==> config.mk <==
export PLATFORM = sky130hd
export DESIGN_NAME = duration_text_parser
export DESIGN_NICKNAME = d
export VERILOG_FILES = /design/src/rtl/dtp_pkg.sv /design/src/rtl/dtp_in_stage.sv /design/src/rtl/dtp_core.sv /design/src/rtl/dtp_out_stage.sv /design/src/rtl/duration_text_parser.sv
export VERILOG_INCLUDE_DIRS = /design/src /design/src/rtl
export SDC_FILE = /design/constraint.sdc
export NUM_CORES = 2
export LEC_CHECK = 0
export BUFFER_PORTS_ARGS = -buffer_cell sky130_fd_sc_hd__buf_2
export CAP_MARGIN = 25
export CORE_UTILIZATION = 65
export DETAILED_ROUTE_END_ITERATION = 7
export GPL_TIMING_DRIVEN = 0
export PLACE_DENSITY_LB_ADDON = 0.25
export SLEW_MARGIN = 15
export SYNTH_ARGS = -nofsm -noshare
export SYNTH_HDL_FRONTEND = slang
export SYNTH_SLANG_ARGS = --single-unit
==> constraint.sdc <==
create_clock -name i_clk -period 12.02 [get_ports i_clk]
set_input_delay 2.404 -clock i_clk [delete_from_list [all_inputs] [get_ports i_clk]]
set_output_delay 2.404 -clock i_clk [all_outputs]
set_load 0.01 [all_outputs]
==> src/rtl/assert_macros.svh <==
`ifndef ASSERT_MACROS_SVH
`define ASSERT_MACROS_SVH

// Same-cycle implication, disabled during reset
`define ASSERT_IMPL(label, ante, cons) \
    label: assert property (@(posedge i_clk) disable iff (!i_rst_n) (ante) |-> (cons)) \
        else $error("assertion failed");

// Next-cycle implication, disabled during reset
`define ASSERT_NEXT(label, ante, cons) \
    label: assert property (@(posedge i_clk) disable iff (!i_rst_n) (ante) |=> (cons)) \
        else $error("assertion failed");

`endif

==> src/rtl/dtp_pkg.sv <==
`timescale 1ns / 1ps

package dtp_pkg;

    // Result status codes
    typedef enum logic [2:0] {
        ST_OK        = 3'd0,
        ST_EMPTY     = 3'd1,
        ST_NO_NUMBER = 3'd2,
        ST_NUM_OVF   = 3'd3,
        ST_BAD_UNIT  = 3'd4,
        ST_TOTAL_OVF = 3'd5
    } t_status;

    // Character codes
    localparam logic [7:0] CH_ZERO   = 8'h30;
    localparam logic [7:0] CH_NINE   = 8'h39;
    localparam logic [7:0] CH_WEEK   = 8'h77;  // w
    localparam logic [7:0] CH_DAY    = 8'h64;  // d
    localparam logic [7:0] CH_HOUR   = 8'h48;  // H
    localparam logic [7:0] CH_MINUTE = 8'h4D;  // M

    // Unit factors in seconds
    localparam int         FACTOR_W   = 20;
    localparam logic [FACTOR_W-1:0] SEC_MINUTE = 20'd60;
    localparam logic [FACTOR_W-1:0] SEC_HOUR   = 20'd3600;
    localparam logic [FACTOR_W-1:0] SEC_DAY    = 20'd86400;
    localparam logic [FACTOR_W-1:0] SEC_WEEK   = 20'd604800;

    localparam int VALUE_W = 64;

    // One input transaction
    typedef struct packed {
        logic [7:0] char_code;
        logic       end_of_text;
    } t_item;

    // One result transaction
    typedef struct packed {
        logic [VALUE_W-1:0] total_seconds;
        t_status            status;
    } t_result;

    // Parser control state visible to the top level
    typedef struct packed {
        logic    any_char_seen;
        logic    digits_seen;
        t_status error_code;
    } t_core_status;

endpackage

==> src/rtl/dtp_in_stage.sv <==
`timescale 1ns / 1ps

module dtp_in_stage (
    input  logic           i_clk,
    input  logic           i_rst_n,
    input  logic           i_valid,
    output logic           o_stall,
    input  dtp_pkg::t_item i_item,
    input  logic           i_step,
    output logic           o_item_valid,
    output dtp_pkg::t_item o_item
);
    import dtp_pkg::*;

    logic  r_valid, n_valid;
    t_item r_item;
    logic  w_accept;

    // Hold while the parser cannot take the registered item
    assign o_stall  = r_valid && !i_step;
    assign w_accept = i_valid && !o_stall;

    always_comb begin
        n_valid = r_valid;
        if (w_accept) begin
            n_valid = 1'b1;
        end else if (i_step) begin
            n_valid = 1'b0;
        end
    end

    always_ff @(posedge i_clk) begin
        if (!i_rst_n) begin
            r_valid <= 1'b0;
        end else begin
            r_valid <= n_valid;
        end
    end

    always_ff @(posedge i_clk) begin
        if (w_accept) begin
            r_item <= i_item;
        end
    end

    assign o_item_valid = r_valid;
    assign o_item       = r_item;

endmodule

==> src/rtl/dtp_core.sv <==
`timescale 1ns / 1ps

module dtp_core (
    input  logic                  i_clk,
    input  logic                  i_rst_n,
    input  logic                  i_step,
    input  dtp_pkg::t_item        i_item,
    output dtp_pkg::t_result      o_result,
    output dtp_pkg::t_core_status o_status
);
    import dtp_pkg::*;

    localparam int WIDE_W = VALUE_W + FACTOR_W;

    logic [VALUE_W-1:0] r_number, n_number;
    logic [VALUE_W-1:0] r_total, n_total;
    logic               r_digits, n_digits;
    logic               r_any, n_any;
    t_status            r_err, n_err;

    logic               w_is_digit;
    logic [VALUE_W+3:0] w_num10;
    logic [WIDE_W-1:0]  w_term_w, w_term_d, w_term_h, w_term_m, w_term;
    logic               w_unit_ok;
    logic [VALUE_W:0]   w_sum;
    logic               w_term_ovf;
    t_status            w_fin_err;
    logic [VALUE_W-1:0] w_fin_total;

    // Digit accumulate: number * 10 + digit, with carry-out for overflow
    assign w_is_digit = (i_item.char_code >= CH_ZERO) && (i_item.char_code <= CH_NINE);
    assign w_num10 = ({4'b0, r_number} << 3) + ({4'b0, r_number} << 1)
                   + {{(VALUE_W){1'b0}}, i_item.char_code[3:0]};

    // Constant unit products
    assign w_term_w = {{FACTOR_W{1'b0}}, r_number} * {{VALUE_W{1'b0}}, SEC_WEEK};
    assign w_term_d = {{FACTOR_W{1'b0}}, r_number} * {{VALUE_W{1'b0}}, SEC_DAY};
    assign w_term_h = {{FACTOR_W{1'b0}}, r_number} * {{VALUE_W{1'b0}}, SEC_HOUR};
    assign w_term_m = {{FACTOR_W{1'b0}}, r_number} * {{VALUE_W{1'b0}}, SEC_MINUTE};

    // Unit select; the end marker closes a bare number as hours
    always_comb begin
        w_unit_ok = 1'b1;
        w_term    = w_term_h;
        if (!i_item.end_of_text) begin
            case (i_item.char_code)
                CH_WEEK:   w_term = w_term_w;
                CH_DAY:    w_term = w_term_d;
                CH_HOUR:   w_term = w_term_h;
                CH_MINUTE: w_term = w_term_m;
                default:   w_unit_ok = 1'b0;
            endcase
        end
    end

    assign w_sum      = {1'b0, r_total} + {1'b0, w_term[VALUE_W-1:0]};
    assign w_term_ovf = (w_term[WIDE_W-1:VALUE_W] != '0) || w_sum[VALUE_W];

    // Closing of a text on the end marker
    always_comb begin
        w_fin_err   = r_err;
        w_fin_total = r_total;
        if (r_err == ST_OK) begin
            if (!r_any) begin
                w_fin_err = ST_EMPTY;
            end else if (r_digits) begin
                if (w_term_ovf) begin
                    w_fin_err = ST_TOTAL_OVF;
                end else begin
                    w_fin_total = w_sum[VALUE_W-1:0];
                end
            end
        end
    end

    assign o_result.total_seconds = (w_fin_err == ST_OK) ? w_fin_total : '0;
    assign o_result.status        = w_fin_err;

    // Next state
    always_comb begin
        n_number = r_number;
        n_total  = r_total;
        n_digits = r_digits;
        n_any    = r_any;
        n_err    = r_err;
        if (i_step) begin
            if (i_item.end_of_text) begin
                n_number = '0;
                n_total  = '0;
                n_digits = 1'b0;
                n_any    = 1'b0;
                n_err    = ST_OK;
            end else begin
                n_any = 1'b1;
                if (r_err == ST_OK) begin
                    if (w_is_digit) begin
                        if (w_num10[VALUE_W+3:VALUE_W] != '0) begin
                            n_err = ST_NUM_OVF;
                        end else begin
                            n_number = w_num10[VALUE_W-1:0];
                            n_digits = 1'b1;
                        end
                    end else if (!r_digits) begin
                        n_err = ST_NO_NUMBER;
                    end else if (!w_unit_ok) begin
                        n_err = ST_BAD_UNIT;
                    end else if (w_term_ovf) begin
                        n_err = ST_TOTAL_OVF;
                    end else begin
                        n_total  = w_sum[VALUE_W-1:0];
                        n_number = '0;
                        n_digits = 1'b0;
                    end
                end
            end
        end
    end

    always_ff @(posedge i_clk) begin
        if (!i_rst_n) begin
            r_number <= '0;
            r_total  <= '0;
            r_digits <= 1'b0;
            r_any    <= 1'b0;
            r_err    <= ST_OK;
        end else begin
            r_number <= n_number;
            r_total  <= n_total;
            r_digits <= n_digits;
            r_any    <= n_any;
            r_err    <= n_err;
        end
    end

    assign o_status.any_char_seen = r_any;
    assign o_status.digits_seen   = r_digits;
    assign o_status.error_code    = r_err;

endmodule

==> src/rtl/dtp_out_stage.sv <==
`timescale 1ns / 1ps

module dtp_out_stage (
    input  logic             i_clk,
    input  logic             i_rst_n,
    input  logic             i_load,
    input  dtp_pkg::t_result i_result,
    input  logic             i_stall,
    output logic             o_free,
    output logic             o_valid,
    output dtp_pkg::t_result o_result
);
    import dtp_pkg::*;

    logic    r_valid, n_valid;
    t_result r_result;

    // Slot can take a new result when empty or being drained this cycle
    assign o_free = !r_valid || !i_stall;

    always_comb begin
        n_valid = r_valid;
        if (i_load) begin
            n_valid = 1'b1;
        end else if (r_valid && !i_stall) begin
            n_valid = 1'b0;
        end
    end

    always_ff @(posedge i_clk) begin
        if (!i_rst_n) begin
            r_valid <= 1'b0;
        end else begin
            r_valid <= n_valid;
        end
    end

    always_ff @(posedge i_clk) begin
        if (i_load) begin
            r_result <= i_result;
        end
    end

    assign o_valid  = r_valid;
    assign o_result = r_result;

endmodule

==> src/rtl/duration_text_parser.sv <==
// Path: an end-marker transaction passes through the input register, then the result
//   register, to o_valid; it waits in the input register while an earlier result waits on
//   a stalled output.
// Throughput: one transaction per cycle; the digit and unit update of the parser state
//   is combinational, and o_stall rises only when a result waits on a stalled output.
// Reset: synchronous, active low; clears valids and the parser state to an empty text.
`timescale 1ns / 1ps
`include "assert_macros.svh"

module duration_text_parser (
    input  logic        i_clk,
    input  logic        i_rst_n,
    input  logic        i_valid,
    output logic        o_stall,
    input  logic [7:0]  i_char_code,
    input  logic        i_end_of_text,
    output logic        o_valid,
    input  logic        i_stall,
    output logic [63:0] o_total_seconds,
    output logic [2:0]  o_status
);
    import dtp_pkg::*;

    t_item        w_in_item, w_item;
    logic         w_item_valid;
    logic         w_step, w_load, w_out_free;
    t_result      w_core_result, w_out_result;
    t_core_status w_core_status;
    logic         w_core_clear;
    t_status      w_core_err;

    assign w_in_item.char_code   = i_char_code;
    assign w_in_item.end_of_text = i_end_of_text;

    // Input register
    dtp_in_stage u_in (
        .i_clk        (i_clk),
        .i_rst_n      (i_rst_n),
        .i_valid      (i_valid),
        .o_stall      (o_stall),
        .i_item       (w_in_item),
        .i_step       (w_step),
        .o_item_valid (w_item_valid),
        .o_item       (w_item)
    );

    // A byte always advances; an end marker needs a free result slot
    assign w_step = w_item_valid && (!w_item.end_of_text || w_out_free);
    assign w_load = w_step && w_item.end_of_text;

    // Parser state and datapath
    dtp_core u_core (
        .i_clk    (i_clk),
        .i_rst_n  (i_rst_n),
        .i_step   (w_step),
        .i_item   (w_item),
        .o_result (w_core_result),
        .o_status (w_core_status)
    );

    // Result register
    dtp_out_stage u_out (
        .i_clk    (i_clk),
        .i_rst_n  (i_rst_n),
        .i_load   (w_load),
        .i_result (w_core_result),
        .i_stall  (i_stall),
        .o_free   (w_out_free),
        .o_valid  (o_valid),
        .o_result (w_out_result)
    );

    assign o_total_seconds = w_out_result.total_seconds;
    assign o_status        = w_out_result.status;

    // Parser state summaries for the checks
    assign w_core_err   = w_core_status.error_code;
    assign w_core_clear = !w_core_status.any_char_seen && !w_core_status.digits_seen
                        && (w_core_err == ST_OK);

    // Checks
    `ASSERT_NEXT(a_clear_on_end, w_load, w_core_clear)
    `ASSERT_NEXT(a_err_latched, (w_core_err != ST_OK) && !w_load, w_core_err == $past(w_core_err))
    `ASSERT_IMPL(a_zero_on_err, o_valid && (o_status != ST_OK), o_total_seconds == '0)
    `ASSERT_IMPL(a_no_overwrite, o_valid && i_stall, !w_load)

endmodule
# After elaboration in Yosys (flattened, before gate mapping)
# Cells that the tools add are included.
# word_totals
in_bits	13
output_inout_bits	69
regBits	211
word_cells	100
# classes
n_mux	42
n_reduce_logical	30
n_eq_ne	8
n_mul	4
add_sub_neg	3
magnitude_cmp	2
# op_table
op	count
$mux 64	16
$pmux 84 s3	1
$mux 84	1
$mul 64x13->77 const B	1
$mul 64x10->74 const B	1
$mul 64x8->72 const B	1
$add 67x65->68	1
$add 68x4->68	1
$mul 64x4->68 const B	1
$add 64x64->65	1
$eq 8x7->1 const B	4
$mux 3	10
$reduce_bool 20->1	1
$mux 1	14
$reduce_bool 2->1	5
$ge 8x6->1 const B	1
$le 8x6->1 const B	1
$logic_and 1x1->1	6
$logic_not 3->1	2
$ne 3x3->1 const B	2
$reduce_and 3->1	2
$reduce_and 6->1	1
$reduce_bool 3->1	2
$logic_not 1->1	5
other kinds (6)	8

# Longest topological paths before layout
# depth
ltp_word	11
depth_mapped	44
depth_no_buf	40

# Modules after synthesis
# From an unflattened synthesis, not the netlist that was laid out.
# unflattened
cells_unflattened	6621
area_unflattened_um2	54143.2
# by_module_without_submodules
mod	seq_area_each_um2	instances	area_per_inst_um2	cells_per_inst
dtp_core	2622.5	1	51759.6	6534
dtp_out_stage	2031.9	1	2047.0	71
dtp_in_stage	290.3	1	317.8	13
duration_text_parser	0.0	1	18.8	3

# Worst setup path before layout
# No wires, ideal clock.
# synth_timing
kind	reg2reg
start	register u_core.r_number[23]
end	register u_out.r_result, in the netlist u_out.o_result[55], data pin
synth_period_minus_slack_ns	8.881
n_path_buf	3
setup_slack_ns	3.139
setup_ns	0.147
required_time_ns	11.873
path_stages_with_launch	43
t_arrival_ns	8.735
path_cell_list	dfxtp_1 inv_1 fa_1 inv_1 ha_1 inv_1 fa_1 inv_1 fa_1 inv_1 fa_1 inv_1 ha_1 clkbuf_1 a21oi_1 o22ai_1 o41a_1 a41o_1 [7 not listed] o21ai_0 ha_1 clkbuf_1 a21o_1 a21o_1 a21o_1 a21oi_1 o21bai_1 a31oi_1 o21ai_0 o31a_1 o21ai_0 nand3b_1 a221oi_2 o211ai_2 clkbuf_1 or3_1 a21oi_1
# synth_via
elab_chain_len	10
elab_cells_between_ends	18
cone_classes	1 x add/sub; 4 x mul; 10 x mux; 3 x reduce/logical
# synth_lines
item	line_no	text
from (decl)	dtp_core.sv:15	logic [VALUE_W-1:0] r_number, n_number;
from (signal assigned)	dtp_core.sv:127	r_number <= n_number;
$mul 64x4->68 (tied with other cells)	dtp_core.sv:39	assign w_term_m = {{FACTOR_W{1'b0}}, r_number} * {{VALUE_W{1'b0}}, SEC_MINUTE};
$pmux 84 s3	dtp_core.sv:46	case (i_item.char_code)
$mux 84 *	dtp_core.sv:45	if (!i_item.end_of_text) begin
$add 64x64->65 / $reduce_bool 20->1 (equally long branches)	dtp_core.sv:56, dtp_core.sv:57	
$logic_or 1x1->1	dtp_core.sv:57	assign w_term_ovf = (w_term[WIDE_W-1:VALUE_W] != '0) || w_sum[VALUE_W];
$mux 3	-	
$mux 3	dtp_core.sv:66	end else if (r_digits) begin
$mux 3	dtp_core.sv:64	if (!r_any) begin
$mux 3	dtp_core.sv:63	if (r_err == ST_OK) begin
$logic_not 3->1	dtp_core.sv:76	assign o_result.total_seconds = (w_fin_err == ST_OK) ? w_fin_total : '0;
to (signal assigned)	dtp_out_stage.sv:40	r_result <= i_result;
to (decl)	dtp_out_stage.sv:16	t_result r_result;
# Every way passes the cells marked *; elsewhere a longest branch is shown, timed or not.
# A chain may end at the register's enable or synchronous reset.

# Final worst setup path
# layout_timing
start	register u_core.r_number[5]
end	register u_out.r_result, in the netlist u_out.o_result[42], data pin
# Same word-level chain as after synthesis.

==> results.yml <==
outcome:
  result_of_the_run: "finished, violations left"
  violations: "DRC"
cts:
  tritoncts_clock_tree: "yes"
  clkSlewWorstSetupHoldPaths_ns: 0.09
  tritoncts.num_buffers: 25
  max-clock-path-buffers: 3
  cts_root_buffer: "sky130_fd_sc_hd__clkbuf_16"
  htree_num_levels: 1
  clock-sinks: 207
  worst_skew_pair_latency_ns: 0.69
  cts.hold.buffers_added: 0
worst_setup_path:
  timing.setup.critical_path_class: "register to register"
  critPathArrivalTime_ns: 12.35
  crit_path_frequent_cell: "sky130_fd_sc_hd__inv_1"
  crit_path_top_delay_cell: "sky130_fd_sc_hd__a222oi_1"
  slowest_delay_ns: 0.69
  cp_startpoint_kind: "register"
  worstPathRequired_ns: 12.35
  critical_path_peak_fanout: 10
  cp-end-kind: "register"
die:
  fp.dieW_um: 296
  placeableCoreArea_um2: 85400
  die_height_um: 296
  rows: 107
  ios: 82
  initial_utilization_pct: 65.9
  total_die_area_um2: 87800
global_route:
  grt_first_pass_wirelength_um: 342000
  initial_antenna_violation_count: 13
  grt_util_all_layers_pct: 52.6
  grt_start_max_net_pins: 33
  first_global_vias: 55600
  grt-ovfl-total: 0
finish:
  final_cell_area_um2: 59500
  final-seq-area_um2: 4930
  synthToLayoutAreaGrowth_pct: 5.62
  nNetsFinal: 8435
  multiInputGateArea_um2: 45800
  post_route_cells_drive_above_1_share_pct: 6.07
  post-route-util_pct: 69.6
  num-fill-cells: 7038
routing:
  drt_pre_antenna_iters: 8
  via_count: 56500
  totalWireLength_um: 232000
  vias_per_cell: 6.89
  wl_per_cell_um: 28.3
  drcViolationCount: 14
  initialDrtViolationCount: 7271
  final_antenna_net_count: 0
yosys:
  yosysMostFrequentCell: "sky130_fd_sc_hd__inv_1"
  ys_ff_latch: 207
  synth.avg_cell_area_um2: 8.16
  postSynthCellCount: 6898
  synth-seq-area-share_pct: 8.68
  share_of_the_synthesized_area_in_the_top_cell_type_pct: 20.6
  synth_warnings: 0
  dominantRegCellSynth: "sky130_fd_sc_hd__dfxtp_1"
  top_cells_by_count_synth: "sky130_fd_sc_hd__inv_1 (1156), sky130_fd_sc_hd__ha_1 (807), sky130_fd_sc_hd__fa_1 (578), sky130_fd_sc_hd__a21oi_1 (565), sky130_fd_sc_hd__nand2_1 (439)"
  synth_largest_area_cell: "sky130_fd_sc_hd__fa_1"
  async_reset_ff_share_pct: 0
  yosysUniqueCellTypes: 114
  synth_area_um2: 56300
  netlist_top_cells_area: "sky130_fd_sc_hd__fa_1 (21%), sky130_fd_sc_hd__ha_1 (18%), sky130_fd_sc_hd__inv_1 (7.7%)"
  synth_enable_flop_cells: 74
timing:
  final_hold_slack_ns: 0.519
  rsz0062_at_grt: "true"
  layout_min_cycle_time_ns: 12.01
  setup-violations-final: 0
  slew-limit-headroom_pct: 13.7
  hold_viol: 0
  final_max_slew_viol_count: 0
  totalNegativeSetupSlack_ns: 0
  worst-slew-pin-transition_ns: 1.29
  fin_worst_skew_ns: 0.0878
  period_share_pct: 100
  maxClockFrequency_mhz: 83.2
pwr:
  net-switching-power_uw: 489
  powerDensity_nw_per_um2: 29.5
  p_seq_share_pct: 42.1
  internal_power_uw: 1260
  power.share.combinational_pct: 6.9
  p_leak_uw: 0.0312
  pwr-share-clk_pct: 51.0
  swShare_pct: 27.9
  worst_supply_voltage_drop_on_vdd_uv: 107
  post-layout-total-power_uw: 1750
job:
  cap_violations: 0
placement:
  placement.io_buffers: 78
  global_placement_routability_congestion: 1.15
  dp_hpwl_um: 192000
  placedInstanceArea_um2: 58200
hold_path:
  hold_path_class: "register to register"
worst paths after layout:
check                                  start                               end  slack [ns]  cells past startpoint
max          u_core.r_number[5]$_SDFFE_PN0P_  u_out.o_result[42]$_SDFFCE_PP0P_       0.005                     39
min             u_core.r_err[1]$_SDFFE_PN0P_      u_core.r_err[1]$_SDFFE_PN0P_        0.52                      2
max reg2reg  u_core.r_number[5]$_SDFFE_PN0P_  u_out.o_result[42]$_SDFFCE_PP0P_       0.005                     39
min reg2reg     u_core.r_err[1]$_SDFFE_PN0P_      u_core.r_err[1]$_SDFFE_PN0P_        0.52                      2
layout by cell type, fill, tap and decap left out, drive strengths merged, types with 68 or more instances in the layout:
master,instances
nand4,136
inv,1155
edfxtp,74
dfxtp,133
and3,68
nor3,75
o21ai,297
nand3,271
a21oi,568
fa,578
xor2,167
o21bai,82
ha,807
a21o,216
nand2,489
nor2,301
xnor2,222
o211ai,117
buf,165
clkbuf,284
through the flow:
step           worst slack (ns)  instances
6_report                0.00541       8207
2_1_floorplan              3.14       6899
5_1_grt                  -0.109       8201
3_5_place_dp             -0.624       8128
3_3_place_gp             -0.598       8121
4_1_cts                  0.0115       8175
per-layer routing:
layer	global-route usage [%]	vias up	routed length, um
met5	0	-	134
met4	43.8	18	23600
met1	61.1	26700	80400
li1	-	24300	-
met3	18.6	1299	32400
met2	77.8	4214	95900
worst max-delay path, delay by kind of cell, from the launching register on:
kind	cells	cell delay (ns)
AND/OR/NAND/NOR	12	2.35
AO/OA/AOI/OAI	12	4.06
buffers and inverters	7	1.06
flip-flops	1	0.59
XOR/XNOR	1	0.20
adder cells (fa/ha/maj)	7	3.38
sequential cells by signal, summed over array words and instances (netlist names):
name / cells
u_out.o_result: 65
u_in.o_item_valid: 1
u_core.r_err: 3
u_core.r_total: 62
u_core.r_number: 64
u_in.o_item: 9
u_core.r_digits: 1
u_out.o_valid: 1
u_core.r_any: 1
power groups by stage:
stage	registers [uW]	clock network (uW)	logic (uW)
6_report	739	894	120
5_1_grt	739	909	121
4_1_cts	739	871	111
3_5_place_dp	754	0	110
3_3_place_gp	755	0	105
2_1_floorplan	755	0	52.5
what timing repair did:
| action | in CTS | in global routing |
|---|---|---|
| resized for setup | 11 | 37 |
| endpoints found under the setup margin | 187 | 192 |
| pin swaps | 1 | 3 |
| setup buffers | 2 | 18 |
layout make-up:
type	count	area share (%)
clock inverter	9	0.282
antenna	8	0.0337
timing repair buffer	111	1.17
tap	1144	2.41
clock buffer	36	1.22
sequential	207	8.29
buffer	302	2.22
multi-input combinational	5231	77.0
inverter	1159	7.35
logic make-up (layout without fill, tap and decap cells):
kind of cell	Yosys count	after routing	share of synthesized area (%)
muxes	9	9	0.167
adders and majority gates	1385	1385	38.5
xor gates and xnor gates	389	389	6.13
buffers and inverters	1461	1617	10.1
AOI/OAI and AO/OA	1794	1794	21.6
and+or+nand+nor	1652	1652	14.9
DFF	207	207	8.68
other	1	10	0.00666
No activity file was read; power rests on OpenSTA's default activity.
